$ cat config.mk
export PLATFORM = sky130hd
export DESIGN_NAME = nmea_gga_sentence_parser_top
export DESIGN_NICKNAME = d
export VERILOG_FILES = /design/src/rtl/core/nmea_gga_pkg.sv /design/src/rtl/core/nmea_gga_front.sv /design/src/rtl/core/nmea_gga_queue.sv /design/src/rtl/core/nmea_gga_back.sv /design/src/rtl/core/nmea_gga_sentence_parser_top.sv
export SDC_FILE = /design/constraint.sdc
export NUM_CORES = 2
export LEC_CHECK = 0
export BUFFER_PORTS_ARGS = -buffer_cell sky130_fd_sc_hd__buf_2
export CAP_MARGIN = 15
export CELL_PAD_IN_SITES_DETAIL_PLACEMENT = 1
export CELL_PAD_IN_SITES_GLOBAL_PLACEMENT = 1
export CORE_ASPECT_RATIO = 0.6
export CORE_MARGIN = 5
export CORE_UTILIZATION = 45
export CTS_BUF_LIST = sky130_fd_sc_hd__clkbuf_16
export CTS_CLUSTER_DIAMETER = 40
export DETAILED_ROUTE_END_ITERATION = 10
export PLACE_DENSITY = 0.71
export SYNTH_ARGS = -nofsm -noshare
export SYNTH_HDL_FRONTEND = slang
export SYNTH_SLANG_ARGS = --single-unit
$ cat constraint.sdc
create_clock -name i_clk -period 13.6 [get_ports i_clk]
set_clock_uncertainty 0.1 [all_clocks]
set_input_delay 2.72 -clock i_clk [delete_from_list [all_inputs] [get_ports i_clk]]
set_output_delay 2.72 -clock i_clk [all_outputs]
set_load 0.01 [all_outputs]
$ cat src/rtl/core/nmea_gga_pkg.sv
`default_nettype none
// ----------------------------------------------------------------------------
// NMEA GGA parser package
// Shared types, codes and constants for the GGA sentence parser.
// ----------------------------------------------------------------------------
package nmea_gga_pkg;

    localparam int MaxFieldLen = 16;
    localparam int FlenW       = $clog2(MaxFieldLen + 1);
    localparam int QueueDepth  = 2;

    localparam logic [1:0] StatusOk       = 2'd0;
    localparam logic [1:0] StatusNotGga   = 2'd1;
    localparam logic [1:0] StatusOverflow = 2'd2;

    localparam logic [3:0] FldUtc  = 4'd0;
    localparam logic [3:0] FldLat  = 4'd1;
    localparam logic [3:0] FldNs   = 4'd2;
    localparam logic [3:0] FldLon  = 4'd3;
    localparam logic [3:0] FldEw   = 4'd4;
    localparam logic [3:0] FldFix  = 4'd5;
    localparam logic [3:0] FldSats = 4'd6;
    localparam logic [3:0] FldAlt  = 4'd8;

    typedef enum logic [1:0] {
        OP_COMMIT = 2'd0,
        OP_EMIT   = 2'd1
    } t_op;

    // one classified field handed from front to back
    typedef struct packed {
        t_op         op;
        logic [1:0]  status;
        logic        valid_fld;
        logic [3:0]  index;
        logic        neg;
        logic [31:0] whole;
        logic [31:0] frac;
        logic [7:0]  first;
    } t_cmd;

    function automatic logic [7:0] up_case(input logic [7:0] c);
        up_case = (c >= 8'h61 && c <= 8'h7a) ? c - 8'd32 : c;
    endfunction

    function automatic logic [31:0] mac10(input logic [31:0] a, input logic [3:0] d);
        logic [35:0] v;
        v = {4'd0, a} * 36'd10 + {32'd0, d};
        mac10 = (v > 36'hFFFF_FFFF) ? 32'hFFFF_FFFF : v[31:0];
    endfunction

endpackage
`default_nettype wire

$ cat src/rtl/core/nmea_gga_front.sv
`default_nettype none
// ----------------------------------------------------------------------------
// NMEA GGA front end
// Matches the header, splits fields and accumulates number digits per byte.
// ----------------------------------------------------------------------------
module nmea_gga_front (
    input  wire logic                i_clk,
    input  wire logic                i_rst_n,
    input  wire logic                i_push,
    input  wire logic [7:0]          i_char_byte,
    input  wire logic                i_cmd_full,
    output logic                     o_full,
    output logic                     o_cmd_push,
    output nmea_gga_pkg::t_cmd       o_cmd
);
    import nmea_gga_pkg::*;

    logic [2:0]       r_hpos, n_hpos;
    logic             r_hok, n_hok;
    logic [3:0]       r_fidx, n_fidx;
    logic [FlenW-1:0] r_flen, n_flen;
    logic             r_infrac, n_infrac;
    logic             r_neg, n_neg;
    logic [31:0]      r_whole, n_whole;
    logic [31:0]      r_frac, n_frac;
    logic [7:0]       r_first, n_first;
    logic             r_ovf, n_ovf;
    logic             r_ndone, n_ndone;
    logic [7:0]       hdr_ch;
    logic [7:0]       c;
    logic             acc;

    assign o_full = i_cmd_full;
    assign acc    = i_push && !i_cmd_full;
    assign c      = i_char_byte;

    always_comb begin
        unique case (r_hpos)
            3'd1, 3'd3, 3'd4: hdr_ch = 8'h47;
            3'd2:             hdr_ch = 8'h50;
            default:          hdr_ch = 8'h41;
        endcase
    end

    always_comb begin
        n_hpos = r_hpos; n_hok = r_hok; n_fidx = r_fidx; n_flen = r_flen;
        n_infrac = r_infrac; n_neg = r_neg; n_whole = r_whole; n_frac = r_frac;
        n_first = r_first; n_ovf = r_ovf; n_ndone = r_ndone;
        o_cmd_push = 1'b0;
        o_cmd = '{op: OP_COMMIT, status: StatusOk, valid_fld: 1'b0, index: r_fidx,
                  neg: r_neg, whole: r_whole, frac: r_frac, first: r_first};
        if (acc) begin
            priority if (c == 8'h24) begin
                n_hpos = 3'd1; n_hok = 1'b0; n_fidx = '0; n_ovf = 1'b0;
                n_flen = '0; n_infrac = 1'b0; n_neg = 1'b0; n_whole = '0;
                n_frac = '0; n_first = '0; n_ndone = 1'b0;
            end else if (!r_hok) begin
                if (r_hpos >= 3'd1 && r_hpos <= 3'd5) begin
                    if (up_case(c) == hdr_ch) begin
                        n_hpos = r_hpos + 3'd1;
                    end else begin
                        o_cmd_push = 1'b1;
                        o_cmd.op = OP_EMIT;
                        o_cmd.status = StatusNotGga;
                        n_hpos = '0; n_fidx = '0; n_flen = '0; n_infrac = 1'b0;
                        n_neg = 1'b0; n_whole = '0; n_frac = '0; n_first = '0;
                        n_ndone = 1'b0;
                    end
                end else if (r_hpos != 3'd0) begin
                    n_hpos = 3'd7; n_hok = 1'b1; n_fidx = '0; n_flen = '0;
                    n_infrac = 1'b0; n_neg = 1'b0; n_whole = '0; n_frac = '0;
                    n_first = '0; n_ndone = 1'b0;
                end
            end else if (c == 8'h2c) begin
                o_cmd_push = 1'b1;
                o_cmd.valid_fld = (r_flen != '0) && (r_flen < FlenW'(MaxFieldLen));
                n_ovf = r_ovf || (r_flen >= FlenW'(MaxFieldLen));
                o_cmd.status = n_ovf ? StatusOverflow : StatusOk;
                o_cmd.op = (r_fidx >= FldAlt) ? OP_EMIT : OP_COMMIT;
                n_flen = '0; n_infrac = 1'b0; n_neg = 1'b0; n_whole = '0;
                n_frac = '0; n_first = '0; n_ndone = 1'b0;
                if (r_fidx >= FldAlt) begin
                    n_hpos = '0; n_hok = 1'b0; n_fidx = '0;
                end else begin
                    n_fidx = r_fidx + 4'd1;
                end
            end else begin
                if (r_flen == '0) n_first = c;
                if (!r_ndone) begin
                    priority if (r_flen == '0 && (c == 8'h2b || c == 8'h2d)) begin
                        n_neg = (c == 8'h2d);
                    end else if (c >= 8'h30 && c <= 8'h39) begin
                        if (!r_infrac) begin
                            n_whole = mac10(r_whole, c[3:0]);
                        end else begin
                            n_frac = mac10(r_frac, c[3:0]);
                            if (r_fidx == FldAlt) n_ndone = 1'b1;
                        end
                    end else if (c == 8'h2e && !r_infrac) begin
                        n_infrac = 1'b1;
                    end else begin
                        n_ndone = 1'b1;
                    end
                end
                if (r_flen < FlenW'(MaxFieldLen)) n_flen = r_flen + 1'b1;
            end
        end
    end

    always_ff @(posedge i_clk) begin
        if (!i_rst_n) begin
            r_hpos <= '0; r_hok <= 1'b0; r_fidx <= '0; r_flen <= '0;
            r_infrac <= 1'b0; r_neg <= 1'b0; r_whole <= '0; r_frac <= '0;
            r_first <= '0; r_ovf <= 1'b0; r_ndone <= 1'b0;
        end else begin
            r_hpos <= n_hpos; r_hok <= n_hok; r_fidx <= n_fidx; r_flen <= n_flen;
            r_infrac <= n_infrac; r_neg <= n_neg; r_whole <= n_whole;
            r_frac <= n_frac; r_first <= n_first; r_ovf <= n_ovf;
            r_ndone <= n_ndone;
        end
    end

`ifndef NO_ASSERTIONS
    a_flen_cap: assert property (@(posedge i_clk) disable iff (!i_rst_n)
        r_flen <= FlenW'(MaxFieldLen)) else $error("field length beyond cap");
    a_body_pos: assert property (@(posedge i_clk) disable iff (!i_rst_n)
        r_hok |-> r_hpos == 3'd7) else $error("body without header");
    a_fidx_range: assert property (@(posedge i_clk) disable iff (!i_rst_n)
        r_fidx <= FldAlt) else $error("field index out of range");
`endif
endmodule
`default_nettype wire

$ cat src/rtl/core/nmea_gga_queue.sv
`default_nettype none
// ----------------------------------------------------------------------------
// NMEA GGA command queue
// Short FIFO between the front end and the field back end.
// ----------------------------------------------------------------------------
module nmea_gga_queue (
    input  wire logic                i_clk,
    input  wire logic                i_rst_n,
    input  wire logic                i_push,
    input  nmea_gga_pkg::t_cmd       i_cmd,
    output logic                     o_full,
    input  wire logic                i_pop,
    output logic                     o_empty,
    output nmea_gga_pkg::t_cmd       o_cmd
);
    import nmea_gga_pkg::*;

    localparam int AW = $clog2(QueueDepth);

    t_cmd          r_mem [QueueDepth];
    logic [AW-1:0] r_wp, r_rp;
    logic [AW:0]   r_cnt;
    logic          wr, rd;

    assign o_full  = (r_cnt == (AW+1)'(QueueDepth));
    assign o_empty = (r_cnt == '0);
    assign wr      = i_push && !o_full;
    assign rd      = i_pop && !o_empty;
    assign o_cmd   = r_mem[r_rp];

    always_ff @(posedge i_clk) begin
        if (wr) r_mem[r_wp] <= i_cmd;
    end

    always_ff @(posedge i_clk) begin
        if (!i_rst_n) begin
            r_wp <= '0; r_rp <= '0; r_cnt <= '0;
        end else begin
            if (wr) r_wp <= (r_wp == AW'(QueueDepth - 1)) ? '0 : r_wp + 1'b1;
            if (rd) r_rp <= (r_rp == AW'(QueueDepth - 1)) ? '0 : r_rp + 1'b1;
            r_cnt <= r_cnt + (AW+1)'(wr) - (AW+1)'(rd);
        end
    end

`ifndef NO_ASSERTIONS
    a_cnt: assert property (@(posedge i_clk) disable iff (!i_rst_n)
        r_cnt <= (AW+1)'(QueueDepth)) else $error("queue count overrun");
    a_ptr: assert property (@(posedge i_clk) disable iff (!i_rst_n)
        (r_cnt == '0 || r_cnt == (AW+1)'(QueueDepth)) |-> r_wp == r_rp)
        else $error("queue pointers disagree with count");
    a_gone: assert property (@(posedge i_clk) disable iff (!i_rst_n)
        (r_cnt == '0 && !i_push) |=> o_empty) else $error("phantom entry");
`endif
endmodule
`default_nettype wire

$ cat src/rtl/core/nmea_gga_back.sv
`default_nettype none
// ----------------------------------------------------------------------------
// NMEA GGA back end
// Scales and commits field values to the held record and emits results.
// ----------------------------------------------------------------------------
module nmea_gga_back (
    input  wire logic                i_clk,
    input  wire logic                i_rst_n,
    input  wire logic                i_cmd_empty,
    input  nmea_gga_pkg::t_cmd       i_cmd,
    output logic                     o_cmd_pop,
    input  wire logic                i_pop,
    output logic                     o_empty,
    output logic [1:0]               o_status,
    output logic [19:0]              o_utc_hhmmss,
    output logic [31:0]              o_lat_scaled,
    output logic                     o_north_flag,
    output logic [31:0]              o_lon_scaled,
    output logic                     o_east_flag,
    output logic [7:0]               o_fix_quality,
    output logic [7:0]               o_sats_used,
    output logic signed [31:0]       o_alt_tenths
);
    import nmea_gga_pkg::*;

    // stage 1: scaled products
    logic        r_s1_v;
    t_cmd        r_s1;
    logic [45:0] r_prod;
    logic [35:0] r_alt;
    logic        s1_adv;

    logic [19:0] r_utc;
    logic [31:0] r_lat, r_lon, r_alt_h;
    logic        r_n, r_e;
    logic [7:0]  r_fix, r_sats;

    logic        r_ov;
    logic [1:0]  r_ost;
    logic [19:0] r_outc;
    logic [31:0] r_olat, r_olon, r_oalt;
    logic        r_on, r_oe;
    logic [7:0]  r_ofix, r_osats;

    logic [46:0] sc;
    logic [31:0] scv, altv;
    logic [7:0]  cap8;
    logic [19:0] cap20;
    logic        emit_ok;

    // emitting needs the output slot free; commits never stall
    assign emit_ok  = !r_ov || i_pop;
    assign s1_adv   = r_s1_v && (r_s1.op != OP_EMIT || emit_ok);
    assign o_cmd_pop = !i_cmd_empty && (!r_s1_v || s1_adv);

    always_ff @(posedge i_clk) begin
        if (!i_rst_n) begin
            r_s1_v <= 1'b0;
        end else if (!r_s1_v || s1_adv) begin
            r_s1_v <= o_cmd_pop;
        end
    end

    always_ff @(posedge i_clk) begin
        if (o_cmd_pop) begin
            r_s1   <= i_cmd;
            r_prod <= {14'd0, i_cmd.whole} * 46'd10000;
            r_alt  <= {4'd0, i_cmd.whole} * 36'd10;
        end
    end

    always_comb begin
        sc    = {1'b0, r_prod} + {15'd0, r_s1.frac};
        scv   = r_s1.neg ? '0 : (sc > 47'hFFFF_FFFF ? 32'hFFFF_FFFF : sc[31:0]);
        cap8  = r_s1.neg ? '0 : (r_s1.whole > 32'd255 ? 8'd255 : r_s1.whole[7:0]);
        cap20 = r_s1.neg ? '0 :
                (r_s1.whole > 32'd999999 ? 20'd999999 : r_s1.whole[19:0]);
        begin : alt_blk
            logic [36:0] v;
            v = {1'b0, r_alt} + {5'd0, r_s1.frac};
            if (r_s1.neg) begin
                altv = (v > 37'h8000_0000) ? 32'h8000_0000 : 32'd0 - v[31:0];
            end else begin
                altv = (v > 37'h7FFF_FFFF) ? 32'h7FFF_FFFF : v[31:0];
            end
        end
    end

    always_ff @(posedge i_clk) begin
        if (!i_rst_n) begin
            r_utc <= '0; r_lat <= '0; r_lon <= '0; r_alt_h <= '0;
            r_n <= 1'b0; r_e <= 1'b0; r_fix <= '0; r_sats <= '0;
        end else if (s1_adv && r_s1.valid_fld) begin
            unique case (r_s1.index)
                FldUtc:  r_utc   <= cap20;
                FldLat:  r_lat   <= scv;
                FldNs:   r_n     <= (up_case(r_s1.first) == 8'h4e);
                FldLon:  r_lon   <= scv;
                FldEw:   r_e     <= (up_case(r_s1.first) == 8'h45);
                FldFix:  r_fix   <= cap8;
                FldSats: r_sats  <= cap8;
                FldAlt:  r_alt_h <= altv;
                default: ;
            endcase
        end
    end

    always_ff @(posedge i_clk) begin
        if (!i_rst_n) begin
            r_ov <= 1'b0;
        end else if (s1_adv && r_s1.op == OP_EMIT) begin
            r_ov <= 1'b1;
        end else if (i_pop) begin
            r_ov <= 1'b0;
        end
    end

    always_ff @(posedge i_clk) begin
        if (s1_adv && r_s1.op == OP_EMIT) begin
            r_ost   <= r_s1.status;
            r_outc  <= r_utc;
            r_olat  <= r_lat;
            r_on    <= r_n;
            r_olon  <= r_lon;
            r_oe    <= r_e;
            r_ofix  <= r_fix;
            r_osats <= r_sats;
            r_oalt  <= (r_s1.valid_fld && r_s1.index == FldAlt) ? altv : r_alt_h;
        end
    end

    assign o_empty       = !r_ov;
    assign o_status      = r_ost;
    assign o_utc_hhmmss  = r_outc;
    assign o_lat_scaled  = r_olat;
    assign o_north_flag  = r_on;
    assign o_lon_scaled  = r_olon;
    assign o_east_flag   = r_oe;
    assign o_fix_quality = r_ofix;
    assign o_sats_used   = r_osats;
    assign o_alt_tenths  = r_oalt;

`ifndef NO_ASSERTIONS
    a_hold: assert property (@(posedge i_clk) disable iff (!i_rst_n)
        (r_ov && !i_pop) |=> r_ov && $stable(r_oalt) && $stable(r_ost))
        else $error("result changed while waiting");
    a_status: assert property (@(posedge i_clk) disable iff (!i_rst_n)
        r_ov |-> r_ost != 2'd3) else $error("bad status");
    a_stall: assert property (@(posedge i_clk) disable iff (!i_rst_n)
        (r_s1_v && !s1_adv) |=> r_s1_v) else $error("stage dropped");
`endif
endmodule
`default_nettype wire

$ cat src/rtl/core/nmea_gga_sentence_parser_top.sv
`default_nettype none
// ----------------------------------------------------------------------------
// NMEA GGA sentence parser
// Byte-serial GGA decoder with queue-style input and result channels.
// ----------------------------------------------------------------------------
// Usage:
//   Input channel: drive i_char_byte with i_push; a byte is taken when
//   i_push is high and o_full is low. One byte per cycle is sustained until o_full rises.
//   Result channel: a result is presented while o_empty is low and leaves
//   on a cycle with i_pop high. One result per sentence ('$GPGGA' closed
//   by the comma after altitude) or per header mismatch.
//   The result of a sentence passes the command queue write, the scaling
//   stage and the output register in turn before o_empty falls.
//   The scaling multiply of the back end sets the stage boundaries;
//   throughput is one transaction per cycle unless a result waits on i_pop.
//   When the receiver stalls, the output register, the scaling stage and
//   a two-entry command queue fill before o_full rises; field commits
//   continue to flow while a result waits.
//   Reset (synchronous, i_rst_n low) returns the parser to idle outside a
//   sentence and clears all held field values to zero.
// ----------------------------------------------------------------------------
module nmea_gga_sentence_parser_top (
    input  wire logic                i_clk,
    input  wire logic                i_rst_n,
    input  wire logic                i_push,
    output logic                     o_full,
    input  wire logic [7:0]          i_char_byte,
    input  wire logic                i_pop,
    output logic                     o_empty,
    output logic [1:0]               o_status,
    output logic [19:0]              o_utc_hhmmss,
    output logic [31:0]              o_lat_scaled,
    output logic                     o_north_flag,
    output logic [31:0]              o_lon_scaled,
    output logic                     o_east_flag,
    output logic [7:0]               o_fix_quality,
    output logic [7:0]               o_sats_used,
    output logic signed [31:0]       o_alt_tenths
);
    import nmea_gga_pkg::*;

    t_cmd f_cmd, q_cmd;
    logic f_push, q_full, q_empty, q_pop;

    nmea_gga_front u_front (
        .i_clk, .i_rst_n, .i_push, .i_char_byte,
        .i_cmd_full(q_full), .o_full, .o_cmd_push(f_push), .o_cmd(f_cmd)
    );

    nmea_gga_queue u_queue (
        .i_clk, .i_rst_n, .i_push(f_push), .i_cmd(f_cmd), .o_full(q_full),
        .i_pop(q_pop), .o_empty(q_empty), .o_cmd(q_cmd)
    );

    nmea_gga_back u_back (
        .i_clk, .i_rst_n, .i_cmd_empty(q_empty), .i_cmd(q_cmd), .o_cmd_pop(q_pop),
        .i_pop, .o_empty, .o_status, .o_utc_hhmmss, .o_lat_scaled, .o_north_flag,
        .o_lon_scaled, .o_east_flag, .o_fix_quality, .o_sats_used, .o_alt_tenths
    );
endmodule
`default_nettype wire
==> metrics.md <==
| Metric | Value |
|---|---|
| Status | `finished, final reports clean` |
| CP required | `13.91 ns` |
| Via count | `31,600` |
| Fmax | `133 MHz` |
| Crit-path slowest cell | `buf_4` |
| Hold buffers post-CTS | `0` |
| M3 GR Usage | `5.99%` |
| Die width | `403 um` |
| Delay of the slowest critical-path stage | `0.72 ns` |
| HP Class | `reg2reg` |
| Post-synth EDFFs | `450` |
| Initial Util | `45.4%` |
| Clock sinks | `680` |
| GR Util met2 | `33.8%` |
| CP Capture Type | `flip-flop` |
| TNS Setup | `0 ns` |
| Hold Crit Depth | `0` |
| Clock root buffer | `clkbuf_16` |
| Netlist cell types | `118` |
| Syn. warnings | `0` |
| WP data arrival | `7.85 ns` |
| Row count | `86` |
| RSZ-0062 raised after global routing | `false` |
| Post-Syn Nets | `4,444` |
| GRT busiest layer | `met1` |
| Yosys reg bits | `680` |
| Post-route minimum period | `7.54 ns` |
| Die Area | `99,100 um^2` |
| Final setup vio count | `0` |
| Crit-path cells | `buf_4, mux2i_1, inv_1, fa_1, ha_1, inv_1, fa_1, inv_1, ha_1, inv_1, fa_1, inv_1, ha_1, a2111oi_0, o21ai_0, a41o_1, a31oi_1, o21a_1, o21ai_0, nand4_1, a31oi_1, a21o_1, a21oi_1, xnor2_1` |
| CTS Buf Count | `81` |
| 1st-iter DRT viols | `2,459` |
| Clk buf depth | `3` |
| Hold endpoint | `u_back.o_status[1]` |
| Core area | `91,900 um^2` |
| IO Count | `150` |
| Skew-Pair Late Insertion Delay | `0.67 ns` |
| Antenna cells | `0` |
| R2r endpoint | `u_back.r_prod[45]` |
| Post-Synth XOR/XNOR Area | `4.93%` |
| Antenna violations before repair | `12` |
| Syn Std Cell Area | `41,700 um^2` |
| First-pass GRT wire length | `190 mm` |
| Main combinational cell family by area after synthesis | `compound AO/OA/AOI/OAI gates` |
| CP startpoint kind | `flip-flop` |
| Die Y | `246 um` |
| Worst Tran Pin Value | `1.14 ns` |
| Met1 GRT Util | `39.0%` |
| Final Wtd Congestion | `0.930` |
| Share of layout cells above drive strength 1 | `11.3%` |
| Post-route DRC | `0` |
| Sequential Area | `18,100 um^2` |
| Post-synth ARST share | `0%` |
| Postcts setup bufs | `0` |
| Antenna viol nets, final | `0` |
| Largest net degree at the start of global routing | `155` |
| Drt total wl | `123 mm` |
| Kind of critical path | `reg2reg` |
| Min-delay src | `u_back.r_s1[79]` |
| Mean Syn Cell Area | `10.5 um^2` |
| Top FF cell, synth | `edfxtp_1` |
| Reg clk slew, reported paths | `0.05 ns` |
| Most used cell, CP | `inv_1` |
| Wire per inst | `22.9 um` |
| Setup slack, reg-to-reg | `6.06 ns` |
| Reg2Reg Depth | `24` |
| Worst-path fanout max | `60` |
| GRT overflow | `0` |
| Max_cap viols | `0` |
| Final Hold Fails | `0` |
| DPL Wire Length | `95.2 mm` |
| Mux share of post-synthesis cell area | `2.60%` |
| Final Slew Violations | `0` |
| Vias per cell | `5.87` |
| Post-synthesis compound-gate area fraction | `17.5%` |
| H-tree depth | `3` |
| Slew margin rel. | `23.9%` |
| Layout overhead on the synthesized area | `11.4%` |
| Fin nets | `4,560` |
| Post-Synth Simple-Gate Area | `11.3%` |
| # port buffers | `149` |
| Final period util | `55.4%` |
| Total GRT Usage | `24.5%` |
| PostCTS Resize Cnt | `0` |
| Area of the multi-input gates | `21,800 um^2` |
| CTS tree | `yes` |
| Vias in the first global route | `31,200` |
| Register area share after synthesis | `43.4%` |
| Adder-cell share of the synthesized area | `15.7%` |
| Post-Syn Instances | `3,964` |
| Fillers | `10,000` |
| First-pass DRT Iterations | `5` |
registers in the layout (all words and copies together), names as in the netlist, 20 cells and up, named ones only:
signal	cells
u_back.r_prod	38
u_back.r_s1	81
u_back.o_utc_hhmmss	20
u_back.o_lon_scaled	32
u_back.r_utc	20
u_back.r_alt_h	32
u_back.r_alt	33
u_front.r_whole	32
u_front.r_frac	32
u_back.r_lat	32
u_back.o_lat_scaled	32
u_back.o_alt_tenths	32
u_back.r_lon	32
u_queue.r_mem	162
logic make-up (layout without fill, tap and decap cells):
kind of cell    Yosys count  count (layout)
compound gates         1066            1066
xor+xnor                233             233
fa+ha+maj               468             468
buf+inv                 486             669
flops                   680             680
mux                     100             100
simple gates            931             931
how the worst max path moves through the flow:
stage	from	end	slack [ns]	depth (start not counted)
after detailed placement	flip-flop	u_back.r_prod[45]	6.05	25
after global placement	flip-flop	u_back.r_prod[45]	6.18	25
after global routing	flip-flop	u_back.r_prod[45]	5.67	25
after floorplan	i_pop	u_queue.r_cnt[1]	1.17	8
final	flip-flop	u_back.r_prod[45]	6.06	24
after CTS	flip-flop	u_back.r_prod[45]	6.04	25
critical path: cells and delay by family (launching register included):
kind | cells | cell delay, ns
adder cells (fa/ha/maj) | 6 | 2.41
AO/OA/AOI/OAI | 9 | 2.34
buffers and inverters | 6 | 1.15
flip-flops | 1 | 0.53
multiplexers | 1 | 0.40
AND/OR/NAND/NOR | 1 | 0.15
XOR/XNOR | 1 | 0.08
per-layer routing:
layer | vias to the layer above | wire length (um)
met5 | - | 13
met1 | 15700 | 62500
met2 | 877 | 49000
met3 | 115 | 9810
li1 | 14900 | -
met4 | 2 | 1800
cells in the mapped netlist, types with 73 or more instances:
cell	n	area share, %
a211oi_1	88	1.6
nand2_1	259	2.3
xnor2_1	159	3.3
fa_1	90	4.3
nor2_1	218	2.0
a31oi_1	95	1.4
a21oi_1	261	3.1
dfxtp_1	230	11
edfxtp_1	450	32
clkbuf_1	116	1.0
o21ai_0	163	2.0
nor3_1	73	0.88
inv_1	342	3.1
ha_1	378	11
a21o_1	101	1.8
through the flow:
step / std cells / hold slack, ns / util (%) / setup WS, ns / instance area, um^2
after floorplan: 3964 / 0.300 / - / 1.17 / 41700
after global placement: 5229 / 0.305 / 47.6 / 6.18 / 43700
after detailed placement: 5229 / 0.308 / 47.6 / 6.05 / 43700
after CTS: 5379 / 0.322 / 50.6 / 6.04 / 46500
after global routing: 5379 / 0.342 / 50.6 / 5.67 / 46500
final: 5379 / 0.322 / 50.6 / 6.06 / 46500
cell usage in the layout (no fill, tap or decap), types with 24 or more instances in the layout:
cell	count
a211oi_1	87
a21o_1	101
a21oi_1	260
a221o_1	71
a31oi_1	93
and2_1	24
and3_1	37
buf_2	149
buf_4	25
clkbuf_16	83
dfxtp_1	229
edfxtp_1	450
fa_1	90
ha_1	378
inv_1	350
mux2_2	62
mux2i_1	37
nand2_1	259
nand2b_1	37
nand3_1	72
nand4_1	39
nor2_1	216
nor2b_1	47
nor3_1	70
o21a_1	34
o21ai_0	163
o21bai_1	25
xnor2_1	159
xor2_1	72
layout make-up:
type / count / share of cell area, %
well taps: 1232 / 3.32
flip-flops and latches: 680 / 39.0
clock buffers: 83 / 4.47
inverters: 344 / 2.78
multi-input cells: 2798 / 46.9
clock inverters: 67 / 1.46
repair buffers: 175 / 2.05
Power is left out: the tool's default activity adds up to more than one toggle a clock period on the data nets, which glitch-free logic cannot reach.
